$ cat config.mk
export PLATFORM = sky130hd
export DESIGN_NAME = delta_list_timer_queue_flat
export DESIGN_NICKNAME = d
export VERILOG_FILES = /design/src/sv/dltq_pkg.sv /design/src/sv/dltq_if.sv /design/src/sv/delta_list_timer_queue.sv /design/src/sv/dltq_ctrl.sv /design/src/sv/dltq_dp.sv /design/src/flat_wrapper.sv
export SDC_FILE = /design/constraint.sdc
export NUM_CORES = 2
export LEC_CHECK = 0
export ABC_AREA = 1
export BUFFER_PORTS_ARGS = -buffer_cell sky130_fd_sc_hd__buf_2
export CAP_MARGIN = 20
export CELL_PAD_IN_SITES_DETAIL_PLACEMENT = 1
export CELL_PAD_IN_SITES_GLOBAL_PLACEMENT = 2
export CORE_UTILIZATION = 42
export DETAILED_ROUTE_END_ITERATION = 6
export PLACE_DENSITY_LB_ADDON = 0.05
export SETUP_SLACK_MARGIN = 0.4
export SYNTH_ARGS = -nofsm -noshare
export SYNTH_HDL_FRONTEND = slang
export SYNTH_SLANG_ARGS = --single-unit
$ cat constraint.sdc
create_clock -name i_clk -period 13.6 [get_ports i_clk]
set_clock_uncertainty 0.15 [all_clocks]
set_input_delay 0.68 -clock i_clk [delete_from_list [all_inputs] [get_ports i_clk]]
set_output_delay 0.68 -clock i_clk [all_outputs]
set_load 0.05 [all_outputs]
$ cat src/sv/dltq_pkg.sv
// Package for the delta list timer queue: table size, field codes, command and
// status structures shared by the controller and the datapath.
// Depends on nothing.
package dltq_pkg;

    localparam int CAPACITY    = 16;
    localparam int MAX_RESULTS = 16;
    localparam int AW          = (CAPACITY > 1) ? $clog2(CAPACITY) : 1;
    localparam int CW          = $clog2(CAPACITY + 1);
    localparam int DEPTH       = 1 << AW;

    typedef logic [CW-1:0] t_idx;
    typedef logic [AW-1:0] t_addr;

    localparam logic [1:0] KIND_ADD    = 2'd0;
    localparam logic [1:0] KIND_REMOVE = 2'd1;
    localparam logic [1:0] KIND_TICK   = 2'd2;

    localparam logic [2:0] EV_ADDED    = 3'd0;
    localparam logic [2:0] EV_FULL     = 3'd1;
    localparam logic [2:0] EV_REMOVED  = 3'd2;
    localparam logic [2:0] EV_NOTFOUND = 3'd3;
    localparam logic [2:0] EV_EXPIRED  = 3'd4;

    typedef logic [3:0] t_op;
    localparam t_op OP_NONE    = 4'd0;
    localparam t_op OP_ACCEPT  = 4'd1;
    localparam t_op OP_WALK    = 4'd2;
    localparam t_op OP_SHIFT   = 4'd3;
    localparam t_op OP_INSERT  = 4'd4;
    localparam t_op OP_SEARCH  = 4'd5;
    localparam t_op OP_HEAD    = 4'd6;
    localparam t_op OP_EXPIRE  = 4'd7;
    localparam t_op OP_COMPACT = 4'd8;
    localparam t_op OP_RESULT  = 4'd9;

    typedef struct packed {
        logic [31:0] delta;
        logic [31:0] packet;
        logic [15:0] port;
    } t_entry;

    typedef struct packed {
        t_op        op;
        logic [2:0] code;
    } t_cmd;

    typedef struct packed {
        logic full;
        logic empty;
        logic walk_go;
        logic no_shift;
        logic shift_last;
        logic srch_end;
        logic srch_hit;
        logic head_zero;
        logic exp_more;
        logic comp_end;
        logic out_free;
    } t_sts;

endpackage

$ cat src/sv/dltq_if.sv
// Valid/ready channel interfaces for the request beats and the result beats.
// Depends on nothing.
interface dltq_item_if;
    logic        valid;
    logic        ready;
    logic [1:0]  kind;
    logic [31:0] duration;
    logic [31:0] packet;
    logic [15:0] port;

    modport source (output valid, kind, duration, packet, port, input ready);
    modport sink (input valid, kind, duration, packet, port, output ready);
endinterface

interface dltq_res_if;
    logic        valid;
    logic        ready;
    logic [2:0]  event_res;
    logic [31:0] alert_packet;
    logic [15:0] alert_port;
    logic        last;

    modport source (output valid, event_res, alert_packet, alert_port, last, input ready);
    modport sink (input valid, event_res, alert_packet, alert_port, last, output ready);
endinterface

$ cat src/sv/delta_list_timer_queue.sv
// Delta list timer queue, the top level: joins the controller and the datapath
// to the request and result channels. Depends on dltq_pkg, dltq_if, dltq_ctrl, dltq_dp.
// The block keeps up to sixteen retransmission timers in expiry order in an entry memory
// with one read and one write port and works on one request beat at a time, with ready
// low while busy. Every pass over the list moves one entry per cycle through that memory,
// but the expiry pass waits as long as the sink holds ready low. With n timers held, an
// add at position p walks to p, shifts the n - p later entries, inserts and answers; a
// remove searches to its match, compacts the later entries and answers; a tick counts
// the head down or sends its expiry beats and compacts. A tick on an empty table and an
// unknown kind give no beat. No clearing pass follows reset; the table starts empty.
module delta_list_timer_queue (
    input  logic        i_clk,
    input  logic        i_rst_n,
    dltq_item_if.sink   i_item,
    dltq_res_if.source  o_res
);

    dltq_pkg::t_cmd cmd;
    dltq_pkg::t_sts sts;
    logic           in_ready;

    assign i_item.ready = in_ready;

    dltq_ctrl u_ctrl (
        .i_clk      (i_clk),
        .i_rst_n    (i_rst_n),
        .i_in_valid (i_item.valid),
        .i_in_kind  (i_item.kind),
        .o_in_ready (in_ready),
        .i_sts      (sts),
        .o_cmd      (cmd)
    );

    dltq_dp u_dp (
        .i_clk      (i_clk),
        .i_rst_n    (i_rst_n),
        .i_cmd      (cmd),
        .o_sts      (sts),
        .i_duration (i_item.duration),
        .i_packet   (i_item.packet),
        .i_port     (i_item.port),
        .o_res      (o_res)
    );

endmodule

$ cat src/sv/dltq_ctrl.sv
// Controller state machine of the delta list timer queue: sequences walk, shift,
// search, expiry and compaction passes. Depends on dltq_pkg.
module dltq_ctrl (
    input  logic             i_clk,
    input  logic             i_rst_n,
    input  logic             i_in_valid,
    input  logic [1:0]       i_in_kind,
    output logic             o_in_ready,
    input  dltq_pkg::t_sts   i_sts,
    output dltq_pkg::t_cmd   o_cmd
);

    localparam logic [3:0] S_IDLE    = 4'd0;
    localparam logic [3:0] S_WALK    = 4'd1;
    localparam logic [3:0] S_SHIFT   = 4'd2;
    localparam logic [3:0] S_INSERT  = 4'd3;
    localparam logic [3:0] S_RESULT  = 4'd4;
    localparam logic [3:0] S_SEARCH  = 4'd5;
    localparam logic [3:0] S_HEAD    = 4'd6;
    localparam logic [3:0] S_EXPIRE  = 4'd7;
    localparam logic [3:0] S_COMPACT = 4'd8;

    logic [3:0] r_state, n_state;
    logic [2:0] r_code, n_code;
    logic [1:0] r_kind, n_kind;

    always_comb begin
        n_state    = r_state;
        n_code     = r_code;
        n_kind     = r_kind;
        o_in_ready = 1'b0;
        o_cmd.op   = dltq_pkg::OP_NONE;
        o_cmd.code = r_code;
        case (r_state)
            S_IDLE: begin
                o_in_ready = 1'b1;
                if (i_in_valid) begin
                    o_cmd.op = dltq_pkg::OP_ACCEPT;
                    n_kind   = i_in_kind;
                    case (i_in_kind)
                        dltq_pkg::KIND_ADD: begin
                            if (i_sts.full) begin
                                n_code  = dltq_pkg::EV_FULL;
                                n_state = S_RESULT;
                            end else begin
                                n_state = S_WALK;
                            end
                        end
                        dltq_pkg::KIND_REMOVE: n_state = S_SEARCH;
                        dltq_pkg::KIND_TICK: n_state = i_sts.empty ? S_IDLE : S_HEAD;
                        default: n_state = S_IDLE;
                    endcase
                end
            end
            S_WALK: begin
                o_cmd.op = dltq_pkg::OP_WALK;
                if (!i_sts.walk_go) begin
                    n_state = i_sts.no_shift ? S_INSERT : S_SHIFT;
                end
            end
            S_SHIFT: begin
                o_cmd.op = dltq_pkg::OP_SHIFT;
                if (i_sts.shift_last) begin
                    n_state = S_INSERT;
                end
            end
            S_INSERT: begin
                o_cmd.op = dltq_pkg::OP_INSERT;
                n_code   = dltq_pkg::EV_ADDED;
                n_state  = S_RESULT;
            end
            S_RESULT: begin
                o_cmd.op = dltq_pkg::OP_RESULT;
                if (i_sts.out_free) begin
                    n_state = S_IDLE;
                end
            end
            S_SEARCH: begin
                o_cmd.op = dltq_pkg::OP_SEARCH;
                if (i_sts.srch_end) begin
                    n_code  = dltq_pkg::EV_NOTFOUND;
                    n_state = S_RESULT;
                end else if (i_sts.srch_hit) begin
                    n_code  = dltq_pkg::EV_REMOVED;
                    n_state = S_COMPACT;
                end
            end
            S_HEAD: begin
                o_cmd.op = dltq_pkg::OP_HEAD;
                n_state  = i_sts.head_zero ? S_EXPIRE : S_IDLE;
            end
            S_EXPIRE: begin
                o_cmd.op = dltq_pkg::OP_EXPIRE;
                if (i_sts.out_free && !i_sts.exp_more) begin
                    n_state = S_COMPACT;
                end
            end
            S_COMPACT: begin
                o_cmd.op = dltq_pkg::OP_COMPACT;
                if (i_sts.comp_end) begin
                    n_state = (r_kind == dltq_pkg::KIND_REMOVE) ? S_RESULT : S_IDLE;
                end
            end
            default: n_state = S_IDLE;
        endcase
    end

    always_ff @(posedge i_clk) begin
        if (!i_rst_n) begin
            r_state <= S_IDLE;
        end else begin
            r_state <= n_state;
        end
        r_code <= n_code;
        r_kind <= n_kind;
    end

endmodule

$ cat src/sv/dltq_dp.sv
// Datapath of the delta list timer queue: entry memory, walk counters, remaining
// duration and the result register. Depends on dltq_pkg and dltq_res_if.
module dltq_dp (
    input  logic             i_clk,
    input  logic             i_rst_n,
    input  dltq_pkg::t_cmd   i_cmd,
    output dltq_pkg::t_sts   o_sts,
    input  logic [31:0]      i_duration,
    input  logic [31:0]      i_packet,
    input  logic [15:0]      i_port,
    dltq_res_if.source       o_res
);

    dltq_pkg::t_entry mem [0:dltq_pkg::DEPTH-1];
    dltq_pkg::t_entry r_rdata;

    dltq_pkg::t_idx   r_idx, n_idx;
    dltq_pkg::t_idx   r_ptr, n_ptr;
    dltq_pkg::t_idx   r_count, n_count;
    logic [31:0]      r_dur, n_dur;
    logic [31:0]      r_carry, n_carry;
    logic [31:0]      r_pkt, n_pkt;
    logic [15:0]      r_port, n_port;
    logic [31:0]      r_pend_pkt, n_pend_pkt;
    logic [15:0]      r_pend_port, n_pend_port;

    logic             r_out_valid, n_out_valid;
    logic [2:0]       r_out_code;
    logic [31:0]      r_out_pkt;
    logic [15:0]      r_out_port;
    logic             r_out_last;

    dltq_pkg::t_idx   rd_idx;
    logic             we;
    dltq_pkg::t_idx   wr_idx;
    dltq_pkg::t_entry wdata;
    logic             out_ld;
    logic [2:0]       out_code;
    logic [31:0]      out_pkt;
    logic [15:0]      out_port;
    logic             out_last;
    logic [31:0]      dec_delta;

    assign dec_delta = (r_rdata.delta != 32'd0) ? (r_rdata.delta - 32'd1) : 32'd0;

    assign o_sts.full       = (r_count == dltq_pkg::CW'(dltq_pkg::CAPACITY));
    assign o_sts.empty      = (r_count == '0);
    assign o_sts.walk_go    = (r_idx < r_count) && (r_rdata.delta <= r_dur);
    assign o_sts.no_shift   = (r_idx == r_count);
    assign o_sts.shift_last = (r_ptr == r_idx);
    assign o_sts.srch_end   = (r_idx >= r_count);
    assign o_sts.srch_hit   = (r_idx < r_count) && (r_rdata.packet == r_pkt)
                              && (r_rdata.port == r_port);
    assign o_sts.head_zero  = (r_rdata.delta <= 32'd1);
    assign o_sts.exp_more   = (r_idx < r_count) && (32'(r_idx) < dltq_pkg::MAX_RESULTS)
                              && (r_rdata.delta == 32'd0);
    assign o_sts.comp_end   = (r_idx >= r_count);
    assign o_sts.out_free   = !r_out_valid || o_res.ready;

    always_comb begin
        n_idx       = r_idx;
        n_ptr       = r_ptr;
        n_count     = r_count;
        n_dur       = r_dur;
        n_carry     = r_carry;
        n_pkt       = r_pkt;
        n_port      = r_port;
        n_pend_pkt  = r_pend_pkt;
        n_pend_port = r_pend_port;
        rd_idx      = '0;
        we          = 1'b0;
        wr_idx      = '0;
        wdata       = r_rdata;
        out_ld      = 1'b0;
        out_code    = i_cmd.code;
        out_pkt     = r_pkt;
        out_port    = r_port;
        out_last    = 1'b1;
        case (i_cmd.op)
            dltq_pkg::OP_ACCEPT: begin
                n_dur   = i_duration;
                n_pkt   = i_packet;
                n_port  = i_port;
                n_idx   = '0;
                n_ptr   = '0;
                n_carry = 32'd0;
            end
            dltq_pkg::OP_WALK: begin
                if (o_sts.walk_go) begin
                    n_dur  = r_dur - r_rdata.delta;
                    n_idx  = r_idx + dltq_pkg::CW'(1);
                    rd_idx = r_idx + dltq_pkg::CW'(1);
                end else begin
                    n_ptr  = r_count - dltq_pkg::CW'(1);
                    rd_idx = r_count - dltq_pkg::CW'(1);
                end
            end
            dltq_pkg::OP_SHIFT: begin
                we     = 1'b1;
                wr_idx = r_ptr + dltq_pkg::CW'(1);
                if (o_sts.shift_last) begin
                    wdata.delta = r_rdata.delta - r_dur;
                end
                n_ptr  = r_ptr - dltq_pkg::CW'(1);
                rd_idx = r_ptr - dltq_pkg::CW'(1);
            end
            dltq_pkg::OP_INSERT: begin
                we           = 1'b1;
                wr_idx       = r_idx;
                wdata.delta  = r_dur;
                wdata.packet = r_pkt;
                wdata.port   = r_port;
                n_count      = r_count + dltq_pkg::CW'(1);
            end
            dltq_pkg::OP_SEARCH: begin
                rd_idx = r_idx + dltq_pkg::CW'(1);
                if (o_sts.srch_hit) begin
                    n_carry = r_rdata.delta;
                    n_ptr   = r_idx;
                    n_idx   = r_idx + dltq_pkg::CW'(1);
                end else if (!o_sts.srch_end) begin
                    n_idx = r_idx + dltq_pkg::CW'(1);
                end
            end
            dltq_pkg::OP_HEAD: begin
                if (o_sts.head_zero) begin
                    n_pend_pkt  = r_rdata.packet;
                    n_pend_port = r_rdata.port;
                    n_idx       = dltq_pkg::CW'(1);
                    n_ptr       = '0;
                    rd_idx      = dltq_pkg::CW'(1);
                end else begin
                    we          = 1'b1;
                    wr_idx      = '0;
                    wdata.delta = dec_delta;
                end
            end
            dltq_pkg::OP_EXPIRE: begin
                rd_idx = r_idx;
                if (o_sts.out_free) begin
                    out_ld   = 1'b1;
                    out_code = dltq_pkg::EV_EXPIRED;
                    out_pkt  = r_pend_pkt;
                    out_port = r_pend_port;
                    out_last = !o_sts.exp_more;
                    if (o_sts.exp_more) begin
                        n_pend_pkt  = r_rdata.packet;
                        n_pend_port = r_rdata.port;
                        n_idx       = r_idx + dltq_pkg::CW'(1);
                        rd_idx      = r_idx + dltq_pkg::CW'(1);
                    end
                end
            end
            dltq_pkg::OP_COMPACT: begin
                rd_idx = r_idx + dltq_pkg::CW'(1);
                if (o_sts.comp_end) begin
                    n_count = r_ptr;
                end else begin
                    we          = 1'b1;
                    wr_idx      = r_ptr;
                    wdata.delta = r_rdata.delta + r_carry;
                    n_carry     = 32'd0;
                    n_idx       = r_idx + dltq_pkg::CW'(1);
                    n_ptr       = r_ptr + dltq_pkg::CW'(1);
                end
            end
            dltq_pkg::OP_RESULT: begin
                out_ld = o_sts.out_free;
            end
            default: begin
                rd_idx = '0;
            end
        endcase
        n_out_valid = out_ld ? 1'b1 : (r_out_valid && !o_res.ready);
    end

    always_ff @(posedge i_clk) begin
        if (we) begin
            mem[wr_idx[dltq_pkg::AW-1:0]] <= wdata;
        end
        r_rdata <= mem[rd_idx[dltq_pkg::AW-1:0]];
    end

    always_ff @(posedge i_clk) begin
        if (!i_rst_n) begin
            r_count     <= '0;
            r_out_valid <= 1'b0;
        end else begin
            r_count     <= n_count;
            r_out_valid <= n_out_valid;
        end
        r_idx       <= n_idx;
        r_ptr       <= n_ptr;
        r_dur       <= n_dur;
        r_carry     <= n_carry;
        r_pkt       <= n_pkt;
        r_port      <= n_port;
        r_pend_pkt  <= n_pend_pkt;
        r_pend_port <= n_pend_port;
        if (out_ld) begin
            r_out_code <= out_code;
            r_out_pkt  <= out_pkt;
            r_out_port <= out_port;
            r_out_last <= out_last;
        end
    end

    assign o_res.valid        = r_out_valid;
    assign o_res.event_res    = r_out_code;
    assign o_res.alert_packet = r_out_pkt;
    assign o_res.alert_port   = r_out_port;
    assign o_res.last         = r_out_last;

    a_out_free: assert property (@(posedge i_clk) disable iff (!i_rst_n)
        out_ld |-> (!r_out_valid || o_res.ready))
        else $error("Result register loaded while a beat is still pending.");

    a_ins_room: assert property (@(posedge i_clk) disable iff (!i_rst_n)
        (i_cmd.op == dltq_pkg::OP_INSERT) |-> (r_count < dltq_pkg::CW'(dltq_pkg::CAPACITY)))
        else $error("Insert issued on a full table.");

    a_ins_grow: assert property (@(posedge i_clk) disable iff (!i_rst_n)
        (i_cmd.op == dltq_pkg::OP_INSERT) |=> (r_count == $past(r_count) + dltq_pkg::CW'(1)))
        else $error("Entry count did not grow after an insert.");

    a_compact_order: assert property (@(posedge i_clk) disable iff (!i_rst_n)
        (i_cmd.op == dltq_pkg::OP_COMPACT) |-> (r_ptr < r_idx))
        else $error("Compaction destination has caught up with its source.");

endmodule
$ cat src/flat_wrapper.sv
// flat-port wrapper written by rule: the top's interface ports become plain ports
module delta_list_timer_queue_flat 
  (i_clk, i_rst_n, i_item_valid, i_item_kind, i_item_duration, i_item_packet, i_item_port, i_item_ready, o_res_valid, o_res_event_res, o_res_alert_packet, o_res_alert_port, o_res_last, o_res_ready);
  dltq_item_if i_item_i ();
  dltq_res_if o_res_i ();
  input  logic i_clk;
  input  logic i_rst_n;
  input wire logic [$bits(i_item_i.valid)-1:0] i_item_valid;
  input wire logic [$bits(i_item_i.kind)-1:0] i_item_kind;
  input wire logic [$bits(i_item_i.duration)-1:0] i_item_duration;
  input wire logic [$bits(i_item_i.packet)-1:0] i_item_packet;
  input wire logic [$bits(i_item_i.port)-1:0] i_item_port;
  output wire logic [$bits(i_item_i.ready)-1:0] i_item_ready;
  output wire logic [$bits(o_res_i.valid)-1:0] o_res_valid;
  output wire logic [$bits(o_res_i.event_res)-1:0] o_res_event_res;
  output wire logic [$bits(o_res_i.alert_packet)-1:0] o_res_alert_packet;
  output wire logic [$bits(o_res_i.alert_port)-1:0] o_res_alert_port;
  output wire logic [$bits(o_res_i.last)-1:0] o_res_last;
  input wire logic [$bits(o_res_i.ready)-1:0] o_res_ready;
  assign i_item_i.valid = i_item_valid;
  assign i_item_i.kind = i_item_kind;
  assign i_item_i.duration = i_item_duration;
  assign i_item_i.packet = i_item_packet;
  assign i_item_i.port = i_item_port;
  assign i_item_ready = i_item_i.ready;
  assign o_res_valid = o_res_i.valid;
  assign o_res_event_res = o_res_i.event_res;
  assign o_res_alert_packet = o_res_i.alert_packet;
  assign o_res_alert_port = o_res_i.alert_port;
  assign o_res_last = o_res_i.last;
  assign o_res_i.ready = o_res_ready;
  delta_list_timer_queue u_core (.i_clk(i_clk), .i_rst_n(i_rst_n), .i_item(i_item_i), .o_res(o_res_i));
endmodule
==> run metrics <==
outcome finished clean; Final Hold Vio Count 0; kind of capture point of the worst setup path flop; Synth area leaders edfxtp_1 60%, nand3_1 10%, nand2_1 6.7%; Total Routed Length 266 mm; Die H 427 µm; switching fraction of total power 46.9%; number of violations of the max-capacitance limit 0; per-instance average area after synthesis 10.0 µm²; post-synthesis compound-gate area fraction 4.32%; detailed-route via count 56800; antenna violation net count after detailed routing 0; combinational family with the most area after synthesis simple AND/OR/NAND/NOR gates; DRC Markers 0; distinct cell type count after synthesis 58; count of input and output buffers 139; maximum clock path buffer count 3; Synth Area in XOR/XNOR 1.42%; post-synth net total 7788; overall global routing resource usage 28.9%; hold depth 3; Syn. warnings 0; most used flip-flop cell after synthesis edfxtp_1; fraction of synthesized cell area taken by the top area cell type 59.5%; multiplexer area fraction after synthesis 0.0148%; synthesis-to-finish area growth 12.6%; Site Rows 155; part of the Yosys area used for sequential elements 61.9%; RSZ-0062 raised after global routing no; Final setup violation count 0; adder and majority cell fraction of the synthesized area 1.86%; number of cells traversed by the worst register-to-register path 18; area of the core 179000 µm²; Worst-Margin Slew 1.17 ns; via count of the first global-routing pass 57800; worst setup path category reg -> reg; drt first-iter violations 4731; basic-gate share of the synthesized area counting and, or, nand and nor cells 21.9%; per-cell routed wire length 26.0 µm; H-Tree Depth 4; Period minus WS final 6.85 ns; wire length of the first global-routing pass 389 mm; worst min-delay path startpoint i_rst_n; number of nets in the finished design 7918; Data required, critical path 14.14 ns; vias per std cell 5.55; Clk Latency, worst-skew pair 0.82 ns; maximum number of pins on one net before global-route repair 175; number of enable-type register cells in the synthesized netlist 1506; Pre-Repair DR Iteration Count 6; capturing point of the worst reg2reg path u_core.u_dp.r_rdata[10]; setup TNS 0 ns; static power due to leakage 0.0347 µW; antenna violations before repair 3; VDD IR-drop max 0.447 mV; Fill cells 19700; worst-path fanout max 80; post-cts resize count 0; Top-Level Pins 140; Synth Cell Area 75900 µm²; Starting Density 42.4%; Inserted Clock Buffers 179; total congestion overflow 0; layout cell share with drive strength beyond 1 8.12%; cell type with the largest total area after synthesis edfxtp_1; maximum operating frequency 0.146 GHz; overall power 25300 µW; TritonCTS clock tree built; n_diodes 0; worst hold endpoint u_core.u_ctrl.r_state[2]; power density over the cells 296 nW/µm²; part of the power in registers 31.2%; R2R Setup Slk 6.75 ns; asr flop ratio synth 0%; library cell used as clock root buffer clkbuf_16; cell count after synthesis 7591; cell types with the highest counts after synthesis 1542 x nand3_1, 1506 x edfxtp_1, 1356 x nand2_1; Switch Pwr 11900 µW; critical path arrival 7.39 ns; horizontal die dimension 427 µm; clock-pin slew on the worst setup and hold paths 0.06 ns; clock sinks 1596; Max-slew headroom 21.8%; hold crit path type in -> reg; crit start category flop; combinational group share of total power 49.9%; post-synthesis sequential element count 1596; FF-to-FF Start u_core.u_dp.r_rdata[72]; DPL Wire Length 153 mm; dominant cell by count in the synthesized netlist nand3_1; routability cong. 0.916; origin of the worst setup path u_core.u_dp.r_rdata[72]; Max Slew Vio Count 0; Internal 13400 µW; clock power share 19.0%; post-route clock period utilization 50.4%; die area 183000 µm²
## per-layer routing
layer / wire, µm / vias to the layer above / track usage (%)
met2: 126000 / 1422 / 47.1
met1: 122000 / 29100 / 41.3
met5: 0 / - / 0
met4: 5670 / 0 / 7.06
met3: 12600 / 325 / 3.07
li1: - / 25900 / -
## repair_timing
item | CTS | global route
buffers inserted | 0 | 0
endpoints found under the setup margin | 0 | 0
endpoints found under the hold margin | 62 | 0
hold buffers | 62 | 0
## metrics by stage
stage	hold slack (ns)	std cells	setup WS, ns	util, %	instance area (µm²)
finish	0.0958	10200	6.75	47.8	85600
floorplan	0.280	7591	3.10	-	75900
global placement	0.291	9824	6.92	44.2	79100
detailed placement	0.303	9827	6.88	44.2	79100
CTS	0.0145	10200	6.87	47.8	85500
global route	0.0681	10200	6.44	47.8	85600
## layout by cell type, fill, tap and decap left out, types with 19 or more instances in the layout
| cell type | synthesis | layout |
|---|---|---|
| o21ai_0 | 240 | 231 |
| clkinv_2 | 0 | 28 |
| nor3_1 | 21 | 21 |
| a22oi_1 | 19 | 19 |
| nor2_4 | 3 | 23 |
| clkbuf_1 | 80 | 47 |
| xor2_1 | 72 | 72 |
| nand3b_1 | 246 | 246 |
| nand2_1 | 1356 | 1353 |
| clkbuf_8 | 0 | 19 |
| a21oi_1 | 194 | 192 |
| edfxtp_1 | 1506 | 1506 |
| clkbuf_16 | 0 | 183 |
| nand3_1 | 1542 | 1540 |
| dfxtp_1 | 90 | 90 |
| clkinv_1 | 4 | 32 |
| ha_1 | 108 | 108 |
| nand4_1 | 38 | 38 |
| buf_4 | 25 | 143 |
| dlygate4sd3_1 | 0 | 62 |
| xnor2_1 | 51 | 51 |
| buf_2 | 284 | 139 |
| inv_1 | 1189 | 1189 |
| nor2_1 | 313 | 294 |
## power groups by stage
stage | logic, µW | registers (µW) | clock network, µW
6_report | 12600 | 7900 | 4810
5_1_grt | 13800 | 7960 | 5050
4_1_cts | 12600 | 7890 | 4900
3_5_place_dp | 12600 | 7980 | 0
3_3_place_gp | 12400 | 7960 | 0
2_1_floorplan | 7970 | 7880 | 0
## how the worst max path moves through the flow
stage                         endpoint  slack, ns  cells past startpoint
3_5_place_dp   u_core.u_dp.r_rdata[10]       6.88                     20
4_1_cts        u_core.u_dp.r_rdata[10]       6.87                     20
5_1_grt        u_core.u_dp.r_rdata[15]       6.44                     20
6_report       u_core.u_dp.r_rdata[10]       6.75                     18
3_3_place_gp   u_core.u_dp.r_rdata[17]       6.92                     20
2_1_floorplan    u_core.u_dp.mem[0][0]       3.10                     12
## critical path, cell delays in order (launching register included)
cell and delay [ns]:
dfxtp_1 0.88, inv_1 0.32, ha_1 0.57, nand2_1 0.17
nor2_1 0.20, nand2_1 0.13, nor2_1 0.16, nand4_1 0.13
nand2_2 0.17, nand3_1 0.14, nand3_4 0.55, buf_4 0.62
buf_4 0.88, buf_4 0.83, nand3_1 0.15, nand3_1 0.14
nand3_1 0.09, nand3_1 0.12, nand2_1 0.09
## logic make-up after synthesis
group / count (synthesis)
DFF: 1596
and+or+nand+nor: 3575
xor gates and xnor gates: 123
AOI/OAI and AO/OA: 577
muxes: 1
adders and majority gates: 111
buffers and inverters: 1608
## cell type report
type / instances / area [µm²] / area share, %
timing repair buffer: 356 / 2610 / 3.05
sequential: 1596 / 47000 / 55.0
clock inverter: 80 / 738 / 0.863
multi-input combinational: 4387 / 22700 / 26.5
inverter: 1201 / 4530 / 5.30
tap: 2355 / 2950 / 3.44
clock buffer: 249 / 5020 / 5.86
## registers in the layout (all words and copies together), names as in the netlist
name and cells:
u_core.u_dp.mem 1280, u_core.u_ctrl.r_kind 2, u_core.u_dp.r_carry 32, u_core.u_dp.r_pend_port 16
u_core.u_ctrl.r_state 4, u_core.u_dp.r_port 16, u_core.u_dp.r_ptr 5, u_core.u_dp.r_rdata 80
u_core.u_dp.r_dur 32, u_core.u_dp.o_res.last 1, u_core.u_dp.r_pend_pkt 32, u_core.u_dp.o_res.event_res 3
u_core.u_dp.o_res.alert_packet 32, u_core.u_dp.r_count 5, u_core.u_dp.o_res.valid 1, u_core.u_ctrl.r_code 2
u_core.u_dp.r_pkt 32, u_core.u_dp.o_res.alert_port 16, u_core.u_dp.r_idx 5
Note: power is estimated with default switching activity, not from simulation.
